==> config.mk <==
export PLATFORM = sky130hd
export DESIGN_NAME = rgb_triple_line_parser
export DESIGN_NICKNAME = d
export VERILOG_FILES = /design/src/rtl/rgbtp_pkg.sv /design/src/rtl/rgbtp_scan.sv /design/src/rtl/rgb_triple_line_parser.sv
export SDC_FILE = /design/constraint.sdc
export NUM_CORES = 1
export LEC_CHECK = 0
export BUFFER_PORTS_ARGS = -buffer_cell sky130_fd_sc_hd__buf_2
export CAP_MARGIN = 20
export CORE_UTILIZATION = 39
export DETAILED_ROUTE_END_ITERATION = 6
export GPL_ROUTABILITY_DRIVEN = 1
export GPL_TIMING_DRIVEN = 0
export PLACE_DENSITY_LB_ADDON = 0.1
export SLEW_MARGIN = 10
export SYNTH_ARGS = -nofsm -noshare
export SYNTH_HDL_FRONTEND = slang
export SYNTH_SLANG_ARGS = --single-unit
==> constraint.sdc <==
create_clock -name clk -period 4.55 [get_ports clk]
set_input_delay 1.365 -clock clk [delete_from_list [all_inputs] [get_ports clk]]
set_output_delay 1.365 -clock clk [all_outputs]
set_load 0.05 [all_outputs]
==> src/rtl/rgbtp_pkg.sv <==
// Shared types, codes and character helpers for the RGB triple line parser.
package rgbtp_pkg;

	typedef enum logic [1:0] {
		PH_SKIP   = 2'd0,
		PH_SIGN   = 2'd1,
		PH_DIGITS = 2'd2
	} phase_t;

	localparam logic [8:0] MAG_SAT = 9'd256;
	localparam logic [7:0] CH_PLUS = 8'h2B;
	localparam logic [7:0] CH_MINUS = 8'h2D;
	localparam logic [7:0] CH_SPACE = 8'h20;
	localparam logic [7:0] CH_TAB = 8'h09;
	localparam logic [7:0] CH_CR = 8'h0D;
	localparam logic [7:0] CH_ZERO = 8'h30;
	localparam logic [7:0] CH_NINE = 8'h39;

	typedef struct packed {
		logic [1:0] field_index;
		phase_t     scan_phase;
		logic       negative;
		logic [8:0] magnitude;
		logic [7:0] first_value;
		logic [7:0] second_value;
		logic       line_failed;
		logic       line_done;
	} scan_state_t;

	localparam scan_state_t SCAN_RESET = '{
		field_index:  2'd0,
		scan_phase:   PH_SKIP,
		negative:     1'b0,
		magnitude:    9'd0,
		first_value:  8'd0,
		second_value: 8'd0,
		line_failed:  1'b0,
		line_done:    1'b0
	};

	typedef struct packed {
		logic [7:0] red;
		logic [7:0] green;
		logic [7:0] blue;
		logic       valid_res;
	} rgb_result_t;

	function automatic logic is_ws(input logic [7:0] c);
		return (c == CH_SPACE) || ((c >= CH_TAB) && (c <= CH_CR));
	endfunction

	function automatic logic is_digit(input logic [7:0] c);
		return (c >= CH_ZERO) && (c <= CH_NINE);
	endfunction

	function automatic logic [7:0] clamped(input logic neg, input logic [8:0] mag);
		logic [7:0] v;
		if (neg) begin
			v = 8'd0;
		end else if (mag[8]) begin
			v = 8'hFF;
		end else begin
			v = mag[7:0];
		end
		return v;
	endfunction

endpackage

==> src/rtl/rgbtp_scan.sv <==
// Character scanner: parse state registers and per-character next-state logic.
module rgbtp_scan (
	input  logic                  clk,
	input  logic                  arst_n,
	input  logic                  step,
	input  logic [7:0]            ch,
	input  logic                  line_end,
	output rgbtp_pkg::rgb_result_t res
);

	rgbtp_pkg::scan_state_t state_q;
	rgbtp_pkg::scan_state_t state_n;
	rgbtp_pkg::scan_state_t parsed;
	logic [3:0]  digit;
	logic [11:0] mag_acc;
	logic        do_start;
	logic        ok;

	assign digit = ch[3:0];
	assign mag_acc = {3'd0, state_q.magnitude} * 12'd10 + {8'd0, digit};

	// next state
	always_comb begin
		parsed = state_q;
		do_start = 1'b0;
		if (!state_q.line_done && !state_q.line_failed) begin
			unique case (state_q.scan_phase)
				rgbtp_pkg::PH_SIGN: begin
					if (rgbtp_pkg::is_digit(ch)) begin
						parsed.magnitude = {5'd0, digit};
						parsed.scan_phase = rgbtp_pkg::PH_DIGITS;
					end else begin
						parsed.line_failed = 1'b1;
					end
				end
				rgbtp_pkg::PH_DIGITS: begin
					if (rgbtp_pkg::is_digit(ch)) begin
						parsed.magnitude = (mag_acc > 12'd256) ? rgbtp_pkg::MAG_SAT
							: mag_acc[8:0];
					end else if (state_q.field_index[1]) begin
						// third number done; the rest of the line is ignored
						parsed.line_done = 1'b1;
					end else begin
						if (state_q.field_index == 2'd0) begin
							parsed.first_value = rgbtp_pkg::clamped(state_q.negative,
								state_q.magnitude);
						end else begin
							parsed.second_value = rgbtp_pkg::clamped(state_q.negative,
								state_q.magnitude);
						end
						parsed.field_index = state_q.field_index + 2'd1;
						parsed.scan_phase = rgbtp_pkg::PH_SKIP;
						do_start = 1'b1;
					end
				end
				default: do_start = 1'b1;
			endcase
			if (do_start && !rgbtp_pkg::is_ws(ch)) begin
				if (ch == rgbtp_pkg::CH_PLUS || ch == rgbtp_pkg::CH_MINUS) begin
					parsed.negative = (ch == rgbtp_pkg::CH_MINUS);
					parsed.magnitude = 9'd0;
					parsed.scan_phase = rgbtp_pkg::PH_SIGN;
				end else if (rgbtp_pkg::is_digit(ch)) begin
					parsed.negative = 1'b0;
					parsed.magnitude = {5'd0, digit};
					parsed.scan_phase = rgbtp_pkg::PH_DIGITS;
				end else begin
					parsed.line_failed = 1'b1;
				end
			end
		end
		// line end inside the third number completes it
		if (line_end && !parsed.line_done && !parsed.line_failed) begin
			if (parsed.scan_phase == rgbtp_pkg::PH_DIGITS && parsed.field_index[1]) begin
				parsed.line_done = 1'b1;
			end else begin
				parsed.line_failed = 1'b1;
			end
		end
		state_n = line_end ? rgbtp_pkg::SCAN_RESET : parsed;
	end

	// result
	always_comb begin
		ok = parsed.line_done && !parsed.line_failed;
		res.red = ok ? parsed.first_value : 8'd0;
		res.green = ok ? parsed.second_value : 8'd0;
		res.blue = ok ? rgbtp_pkg::clamped(parsed.negative, parsed.magnitude) : 8'd0;
		res.valid_res = ok;
	end

	always_ff @(posedge clk or negedge arst_n) begin
		if (!arst_n) begin
			state_q <= rgbtp_pkg::SCAN_RESET;
		end else if (step) begin
			state_q <= state_n;
		end
	end

endmodule

==> src/rtl/rgb_triple_line_parser.sv <==
// Top level of the RGB triple line parser: input register, scanner, result register.
// Takes one character per cycle unless stalled; each character is captured in an input register,
// is folded into the parse state, and the request flagged line_end leaves one result
// (red, green, blue, valid_res) in the output register once that register is free to take it.
// Sustained rate is one character per clock, set by the single scanner state update;
// a stalled result holds back the next line_end character and the input behind it.
module rgb_triple_line_parser (
	input  logic       clk,
	input  logic       arst_n,
	input  logic       char_valid,
	output logic       char_stall,
	input  logic [7:0] ch,
	input  logic       line_end,
	output logic       rgb_valid,
	input  logic       rgb_stall,
	output logic [7:0] red,
	output logic [7:0] green,
	output logic [7:0] blue,
	output logic       valid_res
);

	logic       valid_s1;
	logic [7:0] ch_s1;
	logic       line_end_s1;
	logic       out_free;
	logic       proc;
	rgbtp_pkg::rgb_result_t res;

	assign out_free = !rgb_valid || !rgb_stall;
	assign proc = valid_s1 && (!line_end_s1 || out_free);
	assign char_stall = valid_s1 && !proc;

	rgbtp_scan u_scan (
		.clk      (clk),
		.arst_n   (arst_n),
		.step     (proc),
		.ch       (ch_s1),
		.line_end (line_end_s1),
		.res      (res)
	);

	always_ff @(posedge clk or negedge arst_n) begin
		if (!arst_n) begin
			valid_s1 <= 1'b0;
			rgb_valid <= 1'b0;
		end else begin
			if (!char_stall) begin
				valid_s1 <= char_valid;
			end
			if (out_free) begin
				rgb_valid <= proc && line_end_s1;
			end
		end
	end

	always_ff @(posedge clk) begin
		if (char_valid && !char_stall) begin
			ch_s1 <= ch;
			line_end_s1 <= line_end;
		end
		if (out_free && proc && line_end_s1) begin
			red <= res.red;
			green <= res.green;
			blue <= res.blue;
			valid_res <= res.valid_res;
		end
	end

endmodule
### After elaboration in Yosys (flattened, before gate mapping)

Index checks and enable logic that the tools add are counted.

| operators by class | value |
|---|---|
| add/subtract/negate cells | 2 |
| multiply operators | 1 |
| order comparisons | 5 |
| equality and inequality tests | 8 |
| mux-type cells | 37 |
| bitwise logic cells | 1 |
| reduce and logical (&&, ||, !) cells | 34 |

Operator list:

| kind | number |
|---|---|
| $mux W32 | 2 |
| $mux W16 | 3 |
| $mux W8 | 5 |
| $mux W12 | 3 |
| $mux W9 | 3 |
| $eq A8 B6 Y1 const B | 3 |
| $pmux W9 S2 | 1 |
| $logic_and A1 B1 Y1 | 14 |
| $mux W1 | 13 |
| $add A12 B4 Y12 | 1 |
| $gt A12 B9 Y1 const B | 1 |
| $logic_not A1 Y1 | 11 |
| $mul A9 B3 Y11 const B | 1 |
| $ge A8 B4 Y1 const B | 1 |
| $ge A8 B6 Y1 const B | 1 |
| $le A8 B4 Y1 const B | 1 |
| $le A8 B6 Y1 const B | 1 |
| $mux W4 | 2 |
| $mux W2 | 3 |
| $reduce_and A5 Y1 | 1 |
| $eq A2 B2 Y1 const B | 2 |
| $logic_or A1 B1 Y1 | 4 |
| $ne A2 B2 Y1 const B | 2 |
| $pmux W2 S2 | 1 |
| 7 further kinds | 8 |

| storage, ports and cells | value |
|---|---|
| register bits | 68 |
| logic and storage cells | 105 |

### Longest topological paths before layout

| logic depth | value |
|---|---|
| word-level depth | 18 |
| mapped depth | 12 |
| mapped depth without buffers | 11 |

### Hierarchy

From an unflattened synthesis, not the netlist that was laid out.

| unflattened totals | value |
|---|---|
| cell total of the unflattened synthesis | 455 |
| area total of the unflattened synthesis | 4360.4 µm² |

By module, submodules not included:

| module | instances | cells each | area an instance (µm²) | seq. area each (µm²) |
|---|---|---|---|---|
| rgbtp_scan | 1 | 409 | 3234.4 | 800.8 |
| rgb_triple_line_parser | 1 | 46 | 1126.1 | 1071.0 |

### Worst setup path after synthesis

OpenSTA, ideal clock, no wires.

| path | value |
|---|---|
| kind | flip-flop to flip-flop |
| from | register u_scan.state_q[19] (netlist bit) |
| to | register blue[6] (data pin) |
| setup time | 0.153 ns |
| data arrival time | 3.468 ns |
| required time | 4.397 ns |
| path slack | 0.929 ns |
| stages on the path, launching flop included | 12 |
| path buffers | 0 |
| cells stage by stage | dfrtp_1 > ha_1 > ha_1 > fa_1 > a211oi_2 > nor2_1 > a211o_1 > or3_1 > a21oi_2 > o21ai_2 > or4_1 > a31oi_1 |

| on the way | value |
|---|---|
| word-level cells in the longest chain between the ends | 11 |

Ends and longest elaborated chain:

| item | line | source |
|---|---|---|
| start: declaration | rgbtp_scan.sv:11 | `rgbtp_pkg::scan_state_t state_q;` |
| start signal: assignment | rgbtp_scan.sv:94 | `state_q <= rgbtp_pkg::SCAN_RESET;` |
| start signal: assignment | rgbtp_scan.sv:96 | `state_q <= state_n;` |
| $mul A9 B3 Y11 * | rgbtp_scan.sv:20 | `assign mag_acc = {3'd0, state_q.magnitude} * 12'd10 + {8'd0, digit};` |
| $add A12 B4 Y12 * | rgbtp_scan.sv:20 |  |
| $gt A12 B9 Y1 | rgbtp_scan.sv:38 | `parsed.magnitude = (mag_acc > 12'd256) ? rgbtp_pkg::MAG_SAT` |
| $mux W9 * | rgbtp_scan.sv:38 |  |
| $mux W9 * | rgbtp_scan.sv:37 | `if (rgbtp_pkg::is_digit(ch)) begin` |
| $pmux W9 S2 * | rgbtp_scan.sv:27 | `unique case (state_q.scan_phase)` |
| $mux W12 | rgbtp_scan.sv:63 | `end else if (rgbtp_pkg::is_digit(ch)) begin` |
| $mux W12 | rgbtp_scan.sv:59 | `if (ch == rgbtp_pkg::CH_PLUS \|\| ch == rgbtp_pkg::CH_MINUS) begin` |
| $mux W12 * | rgbtp_scan.sv:58 | `if (do_start && !rgbtp_pkg::is_ws(ch)) begin` |
| $mux W32 * | rgbtp_scan.sv:26 | `if (!state_q.line_done && !state_q.line_failed) begin` |
| $mux W8 * | rgbtp_pkg.sv:60 | `end else if (mag[8]) begin` |
| end signal: assignment | rgb_triple_line_parser.sv:64 | `blue <= res.blue;` |
| end: declaration | rgb_triple_line_parser.sv:18 | `output logic [7:0] blue,` |

Every way passes the cells marked *; elsewhere a longest branch is shown, timed or not. The select of a mux whose other input is x is not followed.
A chain may end at the register's enable or synchronous reset.

### Worst setup path after layout

| path | value |
|---|---|
| from | register u_scan.state_q[26] (netlist bit) |
| to | register blue[6] (data pin) |

| on the way | value |
|---|---|
| word-level cells in the longest chain between the ends | 11 |

Ends and longest elaborated chain:

| item | line |
|---|---|
| $mul A9 B3 Y11 | rgbtp_scan.sv:20 |
| $add A12 B4 Y12 | rgbtp_scan.sv:20 |
| $gt A12 B9 Y1 | rgbtp_scan.sv:38 |
| $mux W9 | rgbtp_scan.sv:38 |
| $mux W9 | rgbtp_scan.sv:37 |
| $pmux W9 S2 | rgbtp_scan.sv:27 |
| $mux W12 | rgbtp_scan.sv:63 |
| $mux W12 | rgbtp_scan.sv:59 |
| $mux W12 | rgbtp_scan.sv:58 |
| $mux W32 * | rgbtp_scan.sv:26 |
| $mux W8 * | rgbtp_pkg.sv:60 |

Marked as above.

==> summary.txt <==
Status
  • Status: finished, final reports clean

Final layout
  • Antenna diode count: 0
  • Layout fillers: 1056
  • Layout Area Growth over Synthesis: 12.97%
  • Share of layout cells above drive strength 1: 12.97%
  • Layout Nets: 562
  • Post-Layout Cell Count: 672

Drt
  • DRC errors left: 0
  • Routed WL: 11350 um
  • ANT nets after route: 0
  • Initial detailed-routing violation count: 322
  • First drt pass iteration count: 5
  • Drt wl/cell: 16.89 um
  • Vias per cell: 5.760
  • Detailed-route via count: 3871

Place
  • Routability congestion estimate: 0.8473
  • DP HPWL: 8196 um
  • # placed instances: 656
  • Port Buffer Count: 39

Synth
  • FFs w/ async S/R, synth: 50.00%
  • Top_reg_cell synth: edfxtp_1
  • Synth area leader: edfxtp_1
  • Yosys reg bits: 68
  • Register area share after synthesis: 43.32%
  • Yosys top cell area share: 23.63%
  • Mapped Cells: 477
  • Number of synthesized flops with an enable pin: 34
  • Post-Syn Nets: 512
  • Yosys warns: 0
  • Avg Inst Size Synth: 9.057 sq um
  • Synth top area cells: edfxtp_1, dfrtp_1, nand2_1
  • Number of distinct library cells after synthesis: 65
  • Cell Area, Synth: 4320 sq um

Clock network
  • CTS buffer count: 9
  • CTS root buf: clkbuf_8
  • CTS tree: built
  • # H-tree levels: 3
  • Clk sinks: 68
  • Post-CTS Setup Inserts: 0
  • Clock Tree Buf Depth: 2
  • Worst skew pair latency: 0.35 ns
  • Worst-path clk slew: 0.08 ns

Floorplanning
  • Die width: 107.3 um
  • Initial Util: 40.03%
  • Ports: 40
  • Die span in y: 107.3 um
  • Row count: 38
  • Core area: 10790 sq um
  • Die area: 11500 sq um

STA
  • TNS Setup: 0 ns
  • Max Freq: 0.2402 GHz
  • Final setup fails: 0
  • Max transition margin: 45.24%
  • Final Hold Fails: 0
  • Worst Tran Pin Value: 0.8195 ns
  • Slew Limit Fails: 0
  • Period minus WS final: 4.163 ns
  • RSZ-0062 raised after global routing: no
  • Final period util: 91.50%
  • Fin Hold WS: 0.4865 ns
  • Skew final: 0.01148 ns

Global route
  • Largest net degree at the start of global routing: 35
  • GR Overflow Total: 0
  • Global-route wire length before repair: 18320 um
  • Initial antenna violation count: 0
  • GRT Overall Usage: 20.73%
  • Vias in the first global route: 3706

Run
  • Maxcap violations: 0

Critical path
  • Reg2reg end: blue[6]
  • Critical path endpoint category: flip-flop
  • Critical path class: reg -> reg
  • Crit path to: blue[6]
  • Startpoint types: flip-flop
  • Peak fanout along the critical path: 10
  • Crit path DAT: 4.36 ns
  • Reg2reg setup slack: 0.39 ns
  • R2R depth: 12
  • Data required time of the critical path: 4.75 ns
  • Start of the worst register-to-register path: u_scan.state_q[26]
  • CP Launch Point: u_scan.state_q[26]

Power and ir drop
  • Power per cell area: 340.0 nW/um^2
  • Worst vdd ir: 0.2017 mV
  • Pleak: 2.020 nW

Hold path
  • Hold crit path type: reg -> reg
==> cell families after synthesis <==
group | after synthesis | share of synthesized area, %
adders and majority gates | 22 | 6.719
DFF | 68 | 43.32
and+or+nand+nor | 179 | 19.23
xor gates and xnor gates | 9 | 1.825
AOI/OAI and AO/OA | 164 | 25.66
buffers and inverters | 34 | 2.983
muxes | 1 | 0.2606
==> worst max-delay path, stage by stage, from the launching register on <==
cell and delay (ns):
dfrtp_1 0.39, clkbuf_1 0.39, inv_1 0.16, ha_1 0.32, ha_1 0.38, nor2b_1 0.18
a221o_1 0.32, a211o_1 0.32, or3_1 0.38, a21oi_2 0.22, o21ai_2 0.15, or4_1 0.59
a31oi_1 0.20
==> power breakdown <==
group	switching (mW)	total [mW]	internal [mW]
sequential	0.0504	0.771	0.721
combinational	0.287	0.437	0.150
clock	0.240	0.451	0.211
==> registers in the layout (all words and copies together) (netlist names) <==
register and flops:
blue 8, ch_s1 8, green 8, line_end_s1 1
red 8, rgb_valid 1, u_scan.state_q 32, valid_res 1
valid_s1 1
==> cells in the final DEF (no fill, tap or decap), types with 4 or more instances in the layout <==
cell type   n
a21boi_0   16
dfrtp_1    34
or3_1       4
a31oi_1    10
a21oi_1    29
nand4_1     8
a21o_1     12
and2_1      6
or4_1       4
ha_1       20
nor3_1      5
buf_2      40
edfxtp_1   34
nor2_1     44
clkbuf_8   10
a22oi_1     6
o22ai_1     4
clkbuf_1   19
o21ai_0    35
xor2_1      6
nand2_1    77
nand3_1     4
o2bb2ai_1   5
o21ai_1     4
nor3b_1     4
o21a_1      4
inv_1      13
==> how the worst min path moves through the flow <==
stage / startpoint / endpoint / slack (ns) / depth (start not counted)
after global routing: u_scan.state_q[16] / u_scan.state_q[16] / 0.51 / 2
after global placement: u_scan.state_q[3] / u_scan.state_q[3] / 0.46 / 2
after CTS: u_scan.state_q[13] / u_scan.state_q[13] / 0.49 / 2
after floorplan: u_scan.state_q[10] / u_scan.state_q[10] / 0.45 / 2
final: u_scan.state_q[8] / u_scan.state_q[8] / 0.49 / 2
after detailed placement: u_scan.state_q[13] / u_scan.state_q[13] / 0.47 / 2
==> synth_stat cells (all sizes together) (4+ instances only) <==
cell / n
a211oi: 4
a21boi: 16
a21o: 12
a21oi: 30
a22oi: 7
a31oi: 10
and2: 7
clkbuf: 19
dfrtp: 34
edfxtp: 34
ha: 20
inv: 13
nand2: 77
nand3: 4
nand4: 8
nor2: 45
nor3: 5
nor3b: 4
nor4: 4
o21a: 4
o21ai: 40
o22ai: 4
o2bb2ai: 5
or3: 4
or4: 4
xor2: 6
==> what timing repair did <==
item	CTS	global route
endpoints found under the setup margin	0	7
resized for setup	0	1
hold buffers	0	0
==> area by class of cell <==
cell class	instances	area (sq um)	share of cell area [%]
buffer	21	80.08	1.641
clock buffer	10	137.6	2.820
clock inverter	6	40.04	0.8203
inverter	13	48.80	0.9997
multi-input combinational	375	2332	47.78
sequential	68	1872	38.35
tap	140	175.2	3.589
timing repair buffer	39	195.2	3.999
==> layer usage <==
layer	vias to the layer above	part of all wire (%)	track usage [%]	routed length [um]
met5	-	0	0	0
met4	0	1.5	6.849	174
met3	14	5.1	4.419	578
met2	104	45	32.17	5142
met1	1876	48	28.71	5457
li1	1877	-	-	-
==> metrics by stage <==
stage	utilization (%)	cell area (sq um)	setup WS [ns]	total power [mW]
finish	45.22	4881	0.3868	1.660
floorplan	-	4320	0.9291	1.099
global placement	43.46	4691	0.2868	1.203
detailed placement	43.53	4698	0.2708	1.213
CTS	45.18	4876	0.2472	1.670
global route	45.22	4881	0.1090	1.757
No activity file was read; power rests on OpenSTA's default activity.
